File: src/hw/rtl/dahdsr_pkg.sv
// Shared types and constants for the DAHDSR envelope block.
package dahdsr_pkg;

  localparam logic [31:0] UNITY         = 32'h4000_0000;
  localparam logic [15:0] SUSTAIN_COUNT = 16'hFFFF;

  localparam int unsigned CFG_IDX_W  = 3;
  localparam int unsigned CFG_DATA_W = 31;

  // Register indexes of the configuration port
  localparam logic [CFG_IDX_W-1:0] CFG_DELAY   = 3'd0;
  localparam logic [CFG_IDX_W-1:0] CFG_ATTACK  = 3'd1;
  localparam logic [CFG_IDX_W-1:0] CFG_HOLD    = 3'd2;
  localparam logic [CFG_IDX_W-1:0] CFG_DECAY   = 3'd3;
  localparam logic [CFG_IDX_W-1:0] CFG_SUSTAIN = 3'd4;
  localparam logic [CFG_IDX_W-1:0] CFG_RELEASE = 3'd5;
  localparam logic [CFG_IDX_W-1:0] CFG_FORCED  = 3'd6;

  // Input item kinds
  localparam logic [1:0] KIND_SAMPLE   = 2'd0;
  localparam logic [1:0] KIND_NOTE_ON  = 2'd1;
  localparam logic [1:0] KIND_NOTE_OFF = 2'd2;

  typedef enum logic [2:0] {
    ST_IDLE    = 3'd0,
    ST_DELAY   = 3'd1,
    ST_ATTACK  = 3'd2,
    ST_HOLD    = 3'd3,
    ST_DECAY   = 3'd4,
    ST_SUSTAIN = 3'd5,
    ST_RELEASE = 3'd6,
    ST_FORCED  = 3'd7
  } stage_e;

  typedef struct packed {
    logic [1:0]         kind;
    logic signed [15:0] sample_in;
  } in_item_t;

  typedef struct packed {
    logic signed [15:0] sample_out;
    logic [2:0]         stage;
  } out_item_t;

  // Ramp step request: delta / divisor, truncated toward zero
  typedef struct packed {
    logic               start;
    logic signed [32:0] delta;
    logic [15:0]        divisor;
  } div_req_t;

  typedef struct packed {
    logic               busy;
    logic               done;
    logic signed [31:0] quot;
  } div_rsp_t;

endpackage

File: src/hw/rtl/dahdsr_div.sv
// Bit-serial signed-by-unsigned divider for ramp step computation.
module dahdsr_div (
  input  logic                clk_i,
  input  logic                rst_ni,
  input  dahdsr_pkg::div_req_t req_i,
  output dahdsr_pkg::div_rsp_t rsp_o
);

  localparam int unsigned QuoW = 32;
  localparam int unsigned CntW = $clog2(QuoW);

  logic              run_q, done_q;
  logic [CntW-1:0]   cnt_q;
  logic [15:0]       rem_q;
  logic [QuoW-1:0]   quo_q;
  logic              neg_q;
  logic [15:0]       div_q;

  logic [32:0]       neg_delta;
  logic [QuoW-1:0]   mag;
  logic [16:0]       trial;
  logic              fits;
  logic [QuoW-1:0]   quo_neg;

  assign neg_delta = 33'd0 - req_i.delta;
  // |delta| is at most 2^31, so 32 bits hold the magnitude
  assign mag   = req_i.delta[32] ? neg_delta[QuoW-1:0] : req_i.delta[QuoW-1:0];
  assign trial = {rem_q, quo_q[QuoW-1]};
  assign fits  = trial >= {1'b0, div_q};
  assign quo_neg = {QuoW{1'b0}} - quo_q;

  always_ff @(posedge clk_i or negedge rst_ni) begin
    if (!rst_ni) begin
      run_q  <= 1'b0;
      done_q <= 1'b0;
      cnt_q  <= '0;
    end else begin
      done_q <= 1'b0;
      if (req_i.start && !run_q) begin
        cnt_q <= '0;
        if (req_i.divisor == 16'd0) begin
          done_q <= 1'b1;   // zero length ramp: step 0
        end else begin
          run_q <= 1'b1;
        end
      end else if (run_q) begin
        cnt_q <= cnt_q + 1'b1;
        if (cnt_q == CntW'(QuoW - 1)) begin
          run_q  <= 1'b0;
          done_q <= 1'b1;
        end
      end
    end
  end

  // Datapath, no reset needed
  always_ff @(posedge clk_i) begin
    if (req_i.start && !run_q) begin
      rem_q <= '0;
      div_q <= req_i.divisor;
      if (req_i.divisor == 16'd0) begin
        quo_q <= '0;
        neg_q <= 1'b0;
      end else begin
        quo_q <= mag;
        neg_q <= req_i.delta[32];
      end
    end else if (run_q) begin
      // remainder stays below the divisor, so 16 bits hold it
      rem_q <= fits ? 16'(trial - {1'b0, div_q}) : trial[15:0];
      quo_q <= {quo_q[QuoW-2:0], fits};
    end
  end

  assign rsp_o.busy = run_q;
  assign rsp_o.done = done_q;
  assign rsp_o.quot = neg_q ? $signed(quo_neg) : $signed(quo_q);

endmodule

File: src/hw/rtl/dahdsr_envelope_with_smoothing.sv
// Top level: DAHDSR envelope sequencer with level smoother and sample scaling.
//
// Usage:
//   Input channel (in_valid_i / in_stall_o) carries items of three kinds:
//   audio samples, note on and note off. Each audio sample yields exactly one
//   output item on (out_valid_o / out_stall_i): the sample scaled by the
//   smoothed envelope level and the envelope stage. Note events yield none.
//   The block handles one item at a time; in_stall_o is high while it works.
//   A sample passes the check, level, smooth and emit steps on its way to
//   the output when no stage boundary is crossed. Every ramp step (stage
//   change, note on/off) runs the shared serial divider, and a single stage
//   boundary may chain up to two steps (delay to attack to decay).
//   The output register holds its item while out_stall_i is high; the next
//   item is still accepted and processed, and waits at the output stage
//   until the register frees up.
//   Configuration writes (cfg_we_i) take effect at once; the user makes them
//   only while the block is idle, which the block itself does not enforce.
//   Reset clears the envelope to idle, level zero, registers to defaults.
module dahdsr_envelope_with_smoothing (
  input  logic                                  clk_i,
  input  logic                                  rst_ni,
  input  logic                                  in_valid_i,
  output logic                                  in_stall_o,
  input  dahdsr_pkg::in_item_t                  in_item_i,
  output logic                                  out_valid_o,
  input  logic                                  out_stall_i,
  output dahdsr_pkg::out_item_t                 out_item_o,
  input  logic                                  cfg_we_i,
  input  logic [dahdsr_pkg::CFG_IDX_W-1:0]      cfg_idx_i,
  input  logic [dahdsr_pkg::CFG_DATA_W-1:0]     cfg_wdata_i
);

  typedef enum logic [2:0] {
    S_IDLE,    // ready for an item
    S_CHECK,   // stage boundary check, one transition per cycle
    S_DIV,     // waiting on the step divider
    S_LEVEL,   // ramp the level, advance group counters
    S_SMOOTH,  // one-pole smoother
    S_EMIT     // multiply and load the output register
  } state_e;

  // Configuration
  logic [15:0] cfg_delay_q, cfg_attack_q, cfg_hold_q, cfg_decay_q;
  logic [15:0] cfg_release_q, cfg_forced_q;
  logic [30:0] cfg_sustain_q;

  // Sequencer and envelope state
  state_e                 state_q, ret_q;
  dahdsr_pkg::stage_e     stage_q;
  logic [15:0]            groups_q;
  logic [2:0]             phase_q;
  logic signed [31:0]     level_q, step_q, smooth_q;
  logic signed [15:0]     sample_q;
  logic                   zero_q;
  logic                   out_valid_q;
  dahdsr_pkg::out_item_t  out_item_q;
  dahdsr_pkg::div_req_t   div_req_q;
  dahdsr_pkg::div_rsp_t   div_rsp;

  logic                   in_accept;
  logic                   out_free;
  logic signed [32:0]     delta_unity, delta_decay, delta_neg_level;
  logic signed [32:0]     smooth_diff, smooth_inc;
  logic signed [31:0]     prod;

  dahdsr_div u_div (
    .clk_i  (clk_i),
    .rst_ni (rst_ni),
    .req_i  (div_req_q),
    .rsp_o  (div_rsp)
  );

  assign in_stall_o  = (state_q != S_IDLE);
  assign in_accept   = in_valid_i && !in_stall_o;
  assign out_free    = !out_valid_q || !out_stall_i;
  assign out_valid_o = out_valid_q;
  assign out_item_o  = out_item_q;

  assign delta_unity     = $signed({1'b0, dahdsr_pkg::UNITY});
  assign delta_decay     = $signed({2'b00, cfg_sustain_q}) - delta_unity;
  assign delta_neg_level = 33'sd0 - $signed({level_q[31], level_q});

  assign smooth_diff = $signed({level_q[31], level_q}) - $signed({smooth_q[31], smooth_q});
  assign smooth_inc  = smooth_diff >>> 6;
  assign prod        = $signed(smooth_q[31:16]) * sample_q;

  function automatic dahdsr_pkg::div_req_t div_launch(logic signed [32:0] delta,
                                                      logic [15:0] divisor);
    dahdsr_pkg::div_req_t r;
    r.start   = 1'b1;
    r.delta   = delta;
    r.divisor = divisor;
    return r;
  endfunction

  // Configuration registers
  always_ff @(posedge clk_i or negedge rst_ni) begin
    if (!rst_ni) begin
      cfg_delay_q   <= 16'd0;
      cfg_attack_q  <= 16'd1;
      cfg_hold_q    <= 16'd0;
      cfg_decay_q   <= 16'd1;
      cfg_sustain_q <= dahdsr_pkg::UNITY[30:0];
      cfg_release_q <= 16'd1;
      cfg_forced_q  <= 16'd0;
    end else if (cfg_we_i) begin
      case (cfg_idx_i)
        dahdsr_pkg::CFG_DELAY:   cfg_delay_q   <= cfg_wdata_i[15:0];
        dahdsr_pkg::CFG_ATTACK:  cfg_attack_q  <= cfg_wdata_i[15:0];
        dahdsr_pkg::CFG_HOLD:    cfg_hold_q    <= cfg_wdata_i[15:0];
        dahdsr_pkg::CFG_DECAY:   cfg_decay_q   <= cfg_wdata_i[15:0];
        dahdsr_pkg::CFG_SUSTAIN: cfg_sustain_q <= cfg_wdata_i;
        dahdsr_pkg::CFG_RELEASE: cfg_release_q <= cfg_wdata_i[15:0];
        dahdsr_pkg::CFG_FORCED:  cfg_forced_q  <= cfg_wdata_i[15:0];
        default: ;
      endcase
    end
  end

  // Sequencer: state, envelope registers and registered outputs
  always_ff @(posedge clk_i or negedge rst_ni) begin
    if (!rst_ni) begin
      state_q     <= S_IDLE;
      ret_q       <= S_IDLE;
      stage_q     <= dahdsr_pkg::ST_IDLE;
      groups_q    <= '0;
      phase_q     <= '0;
      level_q     <= '0;
      step_q      <= '0;
      smooth_q    <= '0;
      sample_q    <= '0;
      zero_q      <= 1'b0;
      out_valid_q <= 1'b0;
      out_item_q  <= '0;
      div_req_q   <= '0;
    end else begin
      // start is a one-cycle pulse; it is only high while waiting in S_DIV
      if (div_req_q.start) begin
        div_req_q.start <= 1'b0;
      end
      // emit reloads the register itself when it frees up
      if (out_valid_q && !out_stall_i && state_q != S_EMIT) begin
        out_valid_q <= 1'b0;
      end

      case (state_q)
        S_IDLE: begin
          if (in_accept) begin
            case (in_item_i.kind)
              dahdsr_pkg::KIND_NOTE_ON: begin
                if (stage_q == dahdsr_pkg::ST_IDLE || stage_q == dahdsr_pkg::ST_DELAY ||
                    cfg_forced_q == 16'd0) begin
                  level_q <= '0;
                  phase_q <= '0;
                  if (cfg_delay_q != 16'd0) begin
                    stage_q  <= dahdsr_pkg::ST_DELAY;
                    groups_q <= cfg_delay_q;
                    step_q   <= '0;
                  end else begin
                    stage_q   <= dahdsr_pkg::ST_ATTACK;
                    groups_q  <= cfg_attack_q;
                    div_req_q <= div_launch(delta_unity, cfg_attack_q);
                    ret_q     <= S_IDLE;
                    state_q   <= S_DIV;
                  end
                end else if (stage_q != dahdsr_pkg::ST_FORCED) begin
                  // retrigger: quick fade from the current level
                  stage_q   <= dahdsr_pkg::ST_FORCED;
                  groups_q  <= cfg_forced_q;
                  phase_q   <= '0;
                  div_req_q <= div_launch(delta_neg_level, cfg_forced_q);
                  ret_q     <= S_IDLE;
                  state_q   <= S_DIV;
                end
              end
              dahdsr_pkg::KIND_NOTE_OFF: begin
                if (stage_q != dahdsr_pkg::ST_IDLE && stage_q != dahdsr_pkg::ST_FORCED) begin
                  stage_q   <= dahdsr_pkg::ST_RELEASE;
                  groups_q  <= cfg_release_q;
                  phase_q   <= '0;
                  div_req_q <= div_launch(delta_neg_level, cfg_release_q);
                  ret_q     <= S_IDLE;
                  state_q   <= S_DIV;
                end
              end
              dahdsr_pkg::KIND_SAMPLE: begin
                sample_q <= in_item_i.sample_in;
                if (stage_q == dahdsr_pkg::ST_IDLE) begin
                  zero_q  <= 1'b1;
                  state_q <= S_EMIT;
                end else begin
                  zero_q  <= 1'b0;
                  state_q <= S_CHECK;
                end
              end
              default: ;
            endcase
          end
        end

        S_DIV: begin
          if (div_rsp.done) begin
            step_q  <= div_rsp.quot;
            state_q <= ret_q;
          end
        end

        S_CHECK: begin
          if (phase_q != 3'd0 || groups_q != 16'd0) begin
            state_q <= S_LEVEL;
          end else begin
            case (stage_q)
              dahdsr_pkg::ST_ATTACK: begin
                if (cfg_hold_q != 16'd0) begin
                  stage_q  <= dahdsr_pkg::ST_HOLD;
                  groups_q <= cfg_hold_q;
                  level_q  <= $signed(dahdsr_pkg::UNITY);
                  step_q   <= '0;
                end else begin
                  stage_q   <= dahdsr_pkg::ST_DECAY;
                  groups_q  <= cfg_decay_q;
                  div_req_q <= div_launch(delta_decay, cfg_decay_q);
                  ret_q     <= S_CHECK;
                  state_q   <= S_DIV;
                end
              end
              dahdsr_pkg::ST_HOLD: begin
                stage_q   <= dahdsr_pkg::ST_DECAY;
                groups_q  <= cfg_decay_q;
                div_req_q <= div_launch(delta_decay, cfg_decay_q);
                ret_q     <= S_CHECK;
                state_q   <= S_DIV;
              end
              dahdsr_pkg::ST_DECAY: begin
                stage_q  <= dahdsr_pkg::ST_SUSTAIN;
                groups_q <= dahdsr_pkg::SUSTAIN_COUNT;
                level_q  <= $signed({1'b0, cfg_sustain_q});
                step_q   <= '0;
                state_q  <= S_LEVEL;
              end
              dahdsr_pkg::ST_SUSTAIN: begin
                groups_q <= dahdsr_pkg::SUSTAIN_COUNT;
                state_q  <= S_LEVEL;
              end
              dahdsr_pkg::ST_FORCED: begin
                // fade done: restart envelope, then ramp this sample
                level_q <= '0;
                if (cfg_delay_q != 16'd0) begin
                  stage_q  <= dahdsr_pkg::ST_DELAY;
                  groups_q <= cfg_delay_q;
                  step_q   <= '0;
                  state_q  <= S_LEVEL;
                end else begin
                  stage_q   <= dahdsr_pkg::ST_ATTACK;
                  groups_q  <= cfg_attack_q;
                  div_req_q <= div_launch(delta_unity, cfg_attack_q);
                  ret_q     <= S_LEVEL;
                  state_q   <= S_DIV;
                end
              end
              dahdsr_pkg::ST_DELAY: begin
                stage_q   <= dahdsr_pkg::ST_ATTACK;
                groups_q  <= cfg_attack_q;
                div_req_q <= div_launch(delta_unity, cfg_attack_q);
                ret_q     <= S_CHECK;
                state_q   <= S_DIV;
              end
              default: begin
                // release finished
                stage_q <= dahdsr_pkg::ST_IDLE;
                zero_q  <= 1'b1;
                state_q <= S_EMIT;
              end
            endcase
          end
        end

        S_LEVEL: begin
          level_q <= level_q + (step_q >>> 3);
          phase_q <= phase_q + 3'd1;
          if (phase_q == 3'd7) begin
            groups_q <= groups_q - 16'd1;
          end
          state_q <= S_SMOOTH;
        end

        S_SMOOTH: begin
          smooth_q <= smooth_q + smooth_inc[31:0];
          state_q  <= S_EMIT;
        end

        S_EMIT: begin
          if (out_free) begin
            out_valid_q           <= 1'b1;
            out_item_q.sample_out <= zero_q ? 16'sd0 : prod[29:14];
            out_item_q.stage      <= stage_q;
            state_q               <= S_IDLE;
          end
        end

        default: state_q <= S_IDLE;
      endcase
    end
  end

  // Divider results only arrive while the sequencer waits for them
  a_done_in_div: assert property (@(posedge clk_i) disable iff (!rst_ni)
    div_rsp.done |-> state_q == S_DIV)
    else $error("divider result outside wait state");

  // No division is in flight while the block takes items
  a_idle_div_quiet: assert property (@(posedge clk_i) disable iff (!rst_ni)
    state_q == S_IDLE |-> !div_rsp.busy)
    else $error("divider busy while idle");

  // Idle stage always reports a silent sample
  a_idle_silent: assert property (@(posedge clk_i) disable iff (!rst_ni)
    out_valid_o && out_item_o.stage == 3'(dahdsr_pkg::ST_IDLE) |-> out_item_o.sample_out == 16'sd0)
    else $error("nonzero sample in idle stage");

  // A new output item is only loaded from the emit step
  a_emit_source: assert property (@(posedge clk_i) disable iff (!rst_ni)
    $rose(out_valid_o) |-> $past(state_q) == S_EMIT)
    else $error("output loaded outside emit step");

endmodule

File: config.mk
export PLATFORM = sky130hd
export DESIGN_NAME = dahdsr_envelope_with_smoothing
export DESIGN_NICKNAME = d
export VERILOG_FILES = /design/src/hw/rtl/dahdsr_pkg.sv /design/src/hw/rtl/dahdsr_div.sv /design/src/hw/rtl/dahdsr_envelope_with_smoothing.sv
export SDC_FILE = /design/constraint.sdc
export NUM_CORES = 2
export LEC_CHECK = 0
export BUFFER_PORTS_ARGS = -buffer_cell sky130_fd_sc_hd__buf_2
export CORE_MARGIN = 1.5
export CORE_UTILIZATION = 48
export DETAILED_ROUTE_END_ITERATION = 12
export SLEW_MARGIN = 30
export SYNTH_ARGS = -nofsm -noshare
export SYNTH_HDL_FRONTEND = slang
export SYNTH_HIERARCHICAL = 1
export SYNTH_SLANG_ARGS = --single-unit
File: constraint.sdc
create_clock -name clk_i -period 12.6 [get_ports clk_i]
set_input_delay 2.52 -clock clk_i [delete_from_list [all_inputs] [get_ports clk_i]]
set_output_delay 2.52 -clock clk_i [all_outputs]
set_load 0.01 [all_outputs]
# Yosys cells after proc, flatten, opt, wreduce, memory -nomap -nowiden
# Cells that the tools add are included.
[word_totals]
regBits = 410
input_bits = 57
output_inout_bits = 21
[classes]
addsub = 11
n_mul = 1
order_cmp = 1
eq_ne = 47
muxes = 102
n_reduce_logical = 51
[ops]
columns = ["operator", "n"]
rows = [
  ["$mux 32", 17],
  ["$pmux 32 s3", 4],
  ["$mux 50", 7],
  ["$pmux 50 s2", 2],
  ["$pmux 50 s4", 1],
  ["$mux 16", 10],
  ["$pmux 16 s5", 1],
  ["$mux 3", 26],
  ["$sub 1x32->32 const A", 2],
  ["$pmux 16 s3", 1],
  ["$reduce_bool 16->1", 3],
  ["$pmux 3 s2", 6],
  ["$pmux 3 s6", 2],
  ["$sub 1x32->33 const A", 1],
  ["$sub 32x32->33", 1],
  ["$add 32x29->32", 1],
  ["$add 32x32->32", 1],
  ["$logic_not 16->1", 2],
  ["$pmux 16 s2", 1],
  ["$reduce_and 8->1", 4],
  ["$sub 31x31->32 const B", 1],
  ["$mul 16x16->30", 1],
  ["$eq 3x3->1 const B", 9],
  ["$eq 3x2->1 const B", 6],
  ["39 further kinds", 103],
]

# Logic depth before layout (Yosys ltp)
[logic_depth]
word_depth = 7
mapped_depth = 26

# By module
# Netlist, hierarchy kept.
[modules_own_cells]
columns = ["mod", "n_inst", "cells_each", "area_each_um2"]
rows = [
  ["dahdsr_envelope_with_smoothing", 1, 3187, 29723.5],
  ["dahdsr_div", 1, 548, 5032.3],
]

# Worst setup path before layout
# No wires, ideal clock.
[synth_timing]
path_kind = "reg-to-reg"
from = "register smooth_q[24]"
to = "register out_item_q (netlist bit out_item_o[18])"
arrival_ns = 6.214
required_ns = 12.479
setup_slack_ns = 6.265
path_stages_with_launch = 25
path_buffers = 2
period_less_slack_ns = 6.335
path_cell_list = "dfrtp_1 clkbuf_1 clkbuf_1 nand2_1 fa_1 inv_1 fa_1 fa_1 fa_1 fa_1 inv_1 fa_1 inv_1 ha_1 a21o_1 a21o_1 a21o_1 a21o_1 a21o_1 nand2_1 a31oi_1 a31o_2 a31oi_1 xnor2_1 a22o_1"
[synth_via]
elab_chain_cells = 2
[synth_rtl]
columns = ["element", "line_no", "source"]
rows = [
  ["start: declaration", "dahdsr_envelope_with_smoothing.sv:52", "logic signed [31:0] level_q, step_q, smooth_q;"],
  ["start signal: assignment", "dahdsr_envelope_with_smoothing.sv:288", "smooth_q <= smooth_q + smooth_inc[31:0];"],
  ["$mul 16x16->30", "dahdsr_envelope_with_smoothing.sv:85", "assign prod = $signed(smooth_q[31:16]) * sample_q;"],
  ["$mux 16", "dahdsr_envelope_with_smoothing.sv:295", "out_item_q.sample_out <= zero_q ? 16'sd0 : prod[29:14];"],
  ["end: declaration", "dahdsr_envelope_with_smoothing.sv:56", "dahdsr_pkg::out_item_t out_item_q;"],
]
# No other way between the ends.
# A chain may end at the register's enable or synchronous reset.

# Worst setup path after layout
[layout_timing]
from = "register smooth_q[16]"
to = "register out_item_q (netlist bit out_item_o[18])"
# Same word-level chain as after synthesis.

==> impl_metrics.py <==
metrics = {
    "status": {
        "status": "complete, no violations",
    },
    "die": {
        "die_w_um": 272,
        "die_y_um": 272,
        "core_um2": 71500,
        "core.rowCount": 98,
        "ios": 78,
        "initial_core_util_pct": 48.6,
        "die_area_um2": 74000,
    },
    "min_path": {
        "hold_class": "flip-flop to flip-flop",
        "hold_path_depth": 2,
        "min_to": "out_item_o[3]",
        "hp-start": "out_item_o[3]",
    },
    "layout": {
        "most-common-layout-cells": "416 x nand2_1, 408 x inv_1, 337 x dfrtp_1",
        "multi_input_area_um2": 22200,
        "regArea_um2": 10300,
        "syn2layout_area_growth_pct": 8.89,
        "layout-drive-gt1-share_pct": 11.2,
        "fillers": 6705,
        "final_common_cell": "nand2_1",
        "nNetsFinal": 4230,
    },
    "synthesis": {
        "netlist_instances": 3729,
        "synth_area_um2": 34700,
        "yosys_warnings": 6,
        "synth_fp_nets": 4233,
        "avgSynthCellArea_um2": 9.31,
    },
    "worst_setup_path": {
        "reg2reg_slack_ns": 5.81,
        "timing.rr.end": "out_item_o[18]",
        "critPathMaxFanout": 17,
        "worstPathArrival_ns": 7.29,
        "r2r_start": "smooth_q[16]",
        "startpoint_type": "flip-flop",
        "worst-r2r-cell-count": 20,
        "end_kind": "flip-flop",
        "worstSetupPathType": "flip-flop to flip-flop",
        "critPathRequiredTime_ns": 13.10,
    },
    "clock_network": {
        "clock-sinks": 406,
        "cts_root_buf": "clkbuf_16",
        "clk_pin_slew_ns": 0.06,
        "post_cts_resized": 0,
        "cts_tree": "done",
        "post_cts_buffers": 0,
        "clk_path_buf_depth": 3,
        "clk_latency_ns": 0.62,
        "hold_buffers": 0,
        "cts-buffers-inserted": 49,
        "h-tree-depth": 2,
    },
    "global_routing": {
        "first_global_vias": 27700,
        "grt_usage_pct": 28.2,
        "grt_max_degree": 150,
        "grt-ovfl-total": 0,
        "antenna_found_initial": 2,
        "grt_pass1_wl_um": 162000,
    },
    "route": {
        "wl_per_cell_um": 21.9,
        "drcViolationCount": 0,
        "dr.pass1.iters": 9,
        "viasPerCell": 5.94,
        "totalWireLength_um": 103000,
        "drtIter0Drc": 2513,
        "vias": 28000,
        "ant_nets": 0,
    },
    "timing": {
        "rsz0062_at_grt": "no",
        "worst_pin_slew_ns": 1.09,
        "clock.fmax_mhz": 147,
        "finalCritPeriodShare_pct": 53.9,
        "skew_ns": 0.0271,
        "hold_viol_final": 0,
        "slew_headroom_pct": 27.6,
        "final.setup.tns_ns": 0,
        "min_period_ns": 6.79,
        "setup_viol": 0,
        "slew_violations": 0,
    },
    "placement": {
        "place_congestion": 0.912,
        "dp_hpwl_um": 75600,
        "port_buffers": 77,
    },
    "flow_run": {
        "drv_cap": 0,
    },
}
-- through the flow --
stage / util (%) / instances / hold WS [ns] / worst slack [ns] / cell area (um^2)
finish: 52.9 / 4717 / 0.477 / 5.81 / 37800
global route: 52.9 / 4716 / 0.513 / 5.54 / 37800
CTS: 52.9 / 4716 / 0.480 / 5.81 / 37800
detailed placement: 50.5 / 4625 / 0.465 / 5.84 / 36100
global placement: 50.4 / 4624 / 0.467 / 5.92 / 36100
floorplan: - / 3729 / 0.455 / 6.26 / 34700
-- routing by layer --
layer,vias to the layer above,track usage [%],part of all wire (%)
met5,-,0,0.0077
met2,1062,45.3,45
met1,13800,39.4,44
li1,13000,-,-
met3,194,4.58,7.8
met4,2,7.85,2.9
-- flip-flops by register name (all words and copies together) (netlist names), 19 cells and up --
register,flops
cfg_sustain_q,31
div_req_q,50
level_q,32
out_item_o,19
smooth_q,32
step_q,29
u_div/quo_q,32
-- layout make-up --
cell class / instances / share of cell area, %
Tap cell: 950 / 3.14
Clock inverter: 19 / 0.741
Sequential cell: 406 / 27.3
Clock buffer: 72 / 3.79
Multi-Input combinational cell: 2734 / 58.8
Inverter: 410 / 4.07
Timing Repair Buffer: 125 / 2.07
Antenna cell: 1 / 0.00662
-- worst max-delay path by stage --
stage | startpoint | cells after the start | endpoint
floorplan | smooth_q[24] | 24 | out_item_o[18]
finish | smooth_q[16] | 20 | out_item_o[18]
global placement | smooth_q[16] | 20 | out_item_o[18]
CTS | smooth_q[16] | 20 | out_item_o[18]
detailed placement | smooth_q[16] | 20 | out_item_o[18]
global route | smooth_q[22] | 22 | out_item_o[18]
-- critical path, stage by stage, from the launching register on --
cell     delay (ns)
dfrtp_1        0.84
inv_1          0.22
nand2_1        0.23
fa_1           0.45
fa_1           0.54
inv_1          0.05
fa_1           0.51
fa_1           0.52
fa_1           0.55
inv_1          0.06
fa_1           0.53
inv_1          0.04
ha_1           0.34
and3_1         0.18
nand3_1        0.24
a211o_1        0.39
a31oi_1        0.29
a31o_2         0.25
a31oi_1        0.10
xnor2_1        0.13
a22o_1         0.20
Power is left out: the tool's default activity adds up to more than one toggle a clock period on the data nets, which glitch-free logic cannot reach.
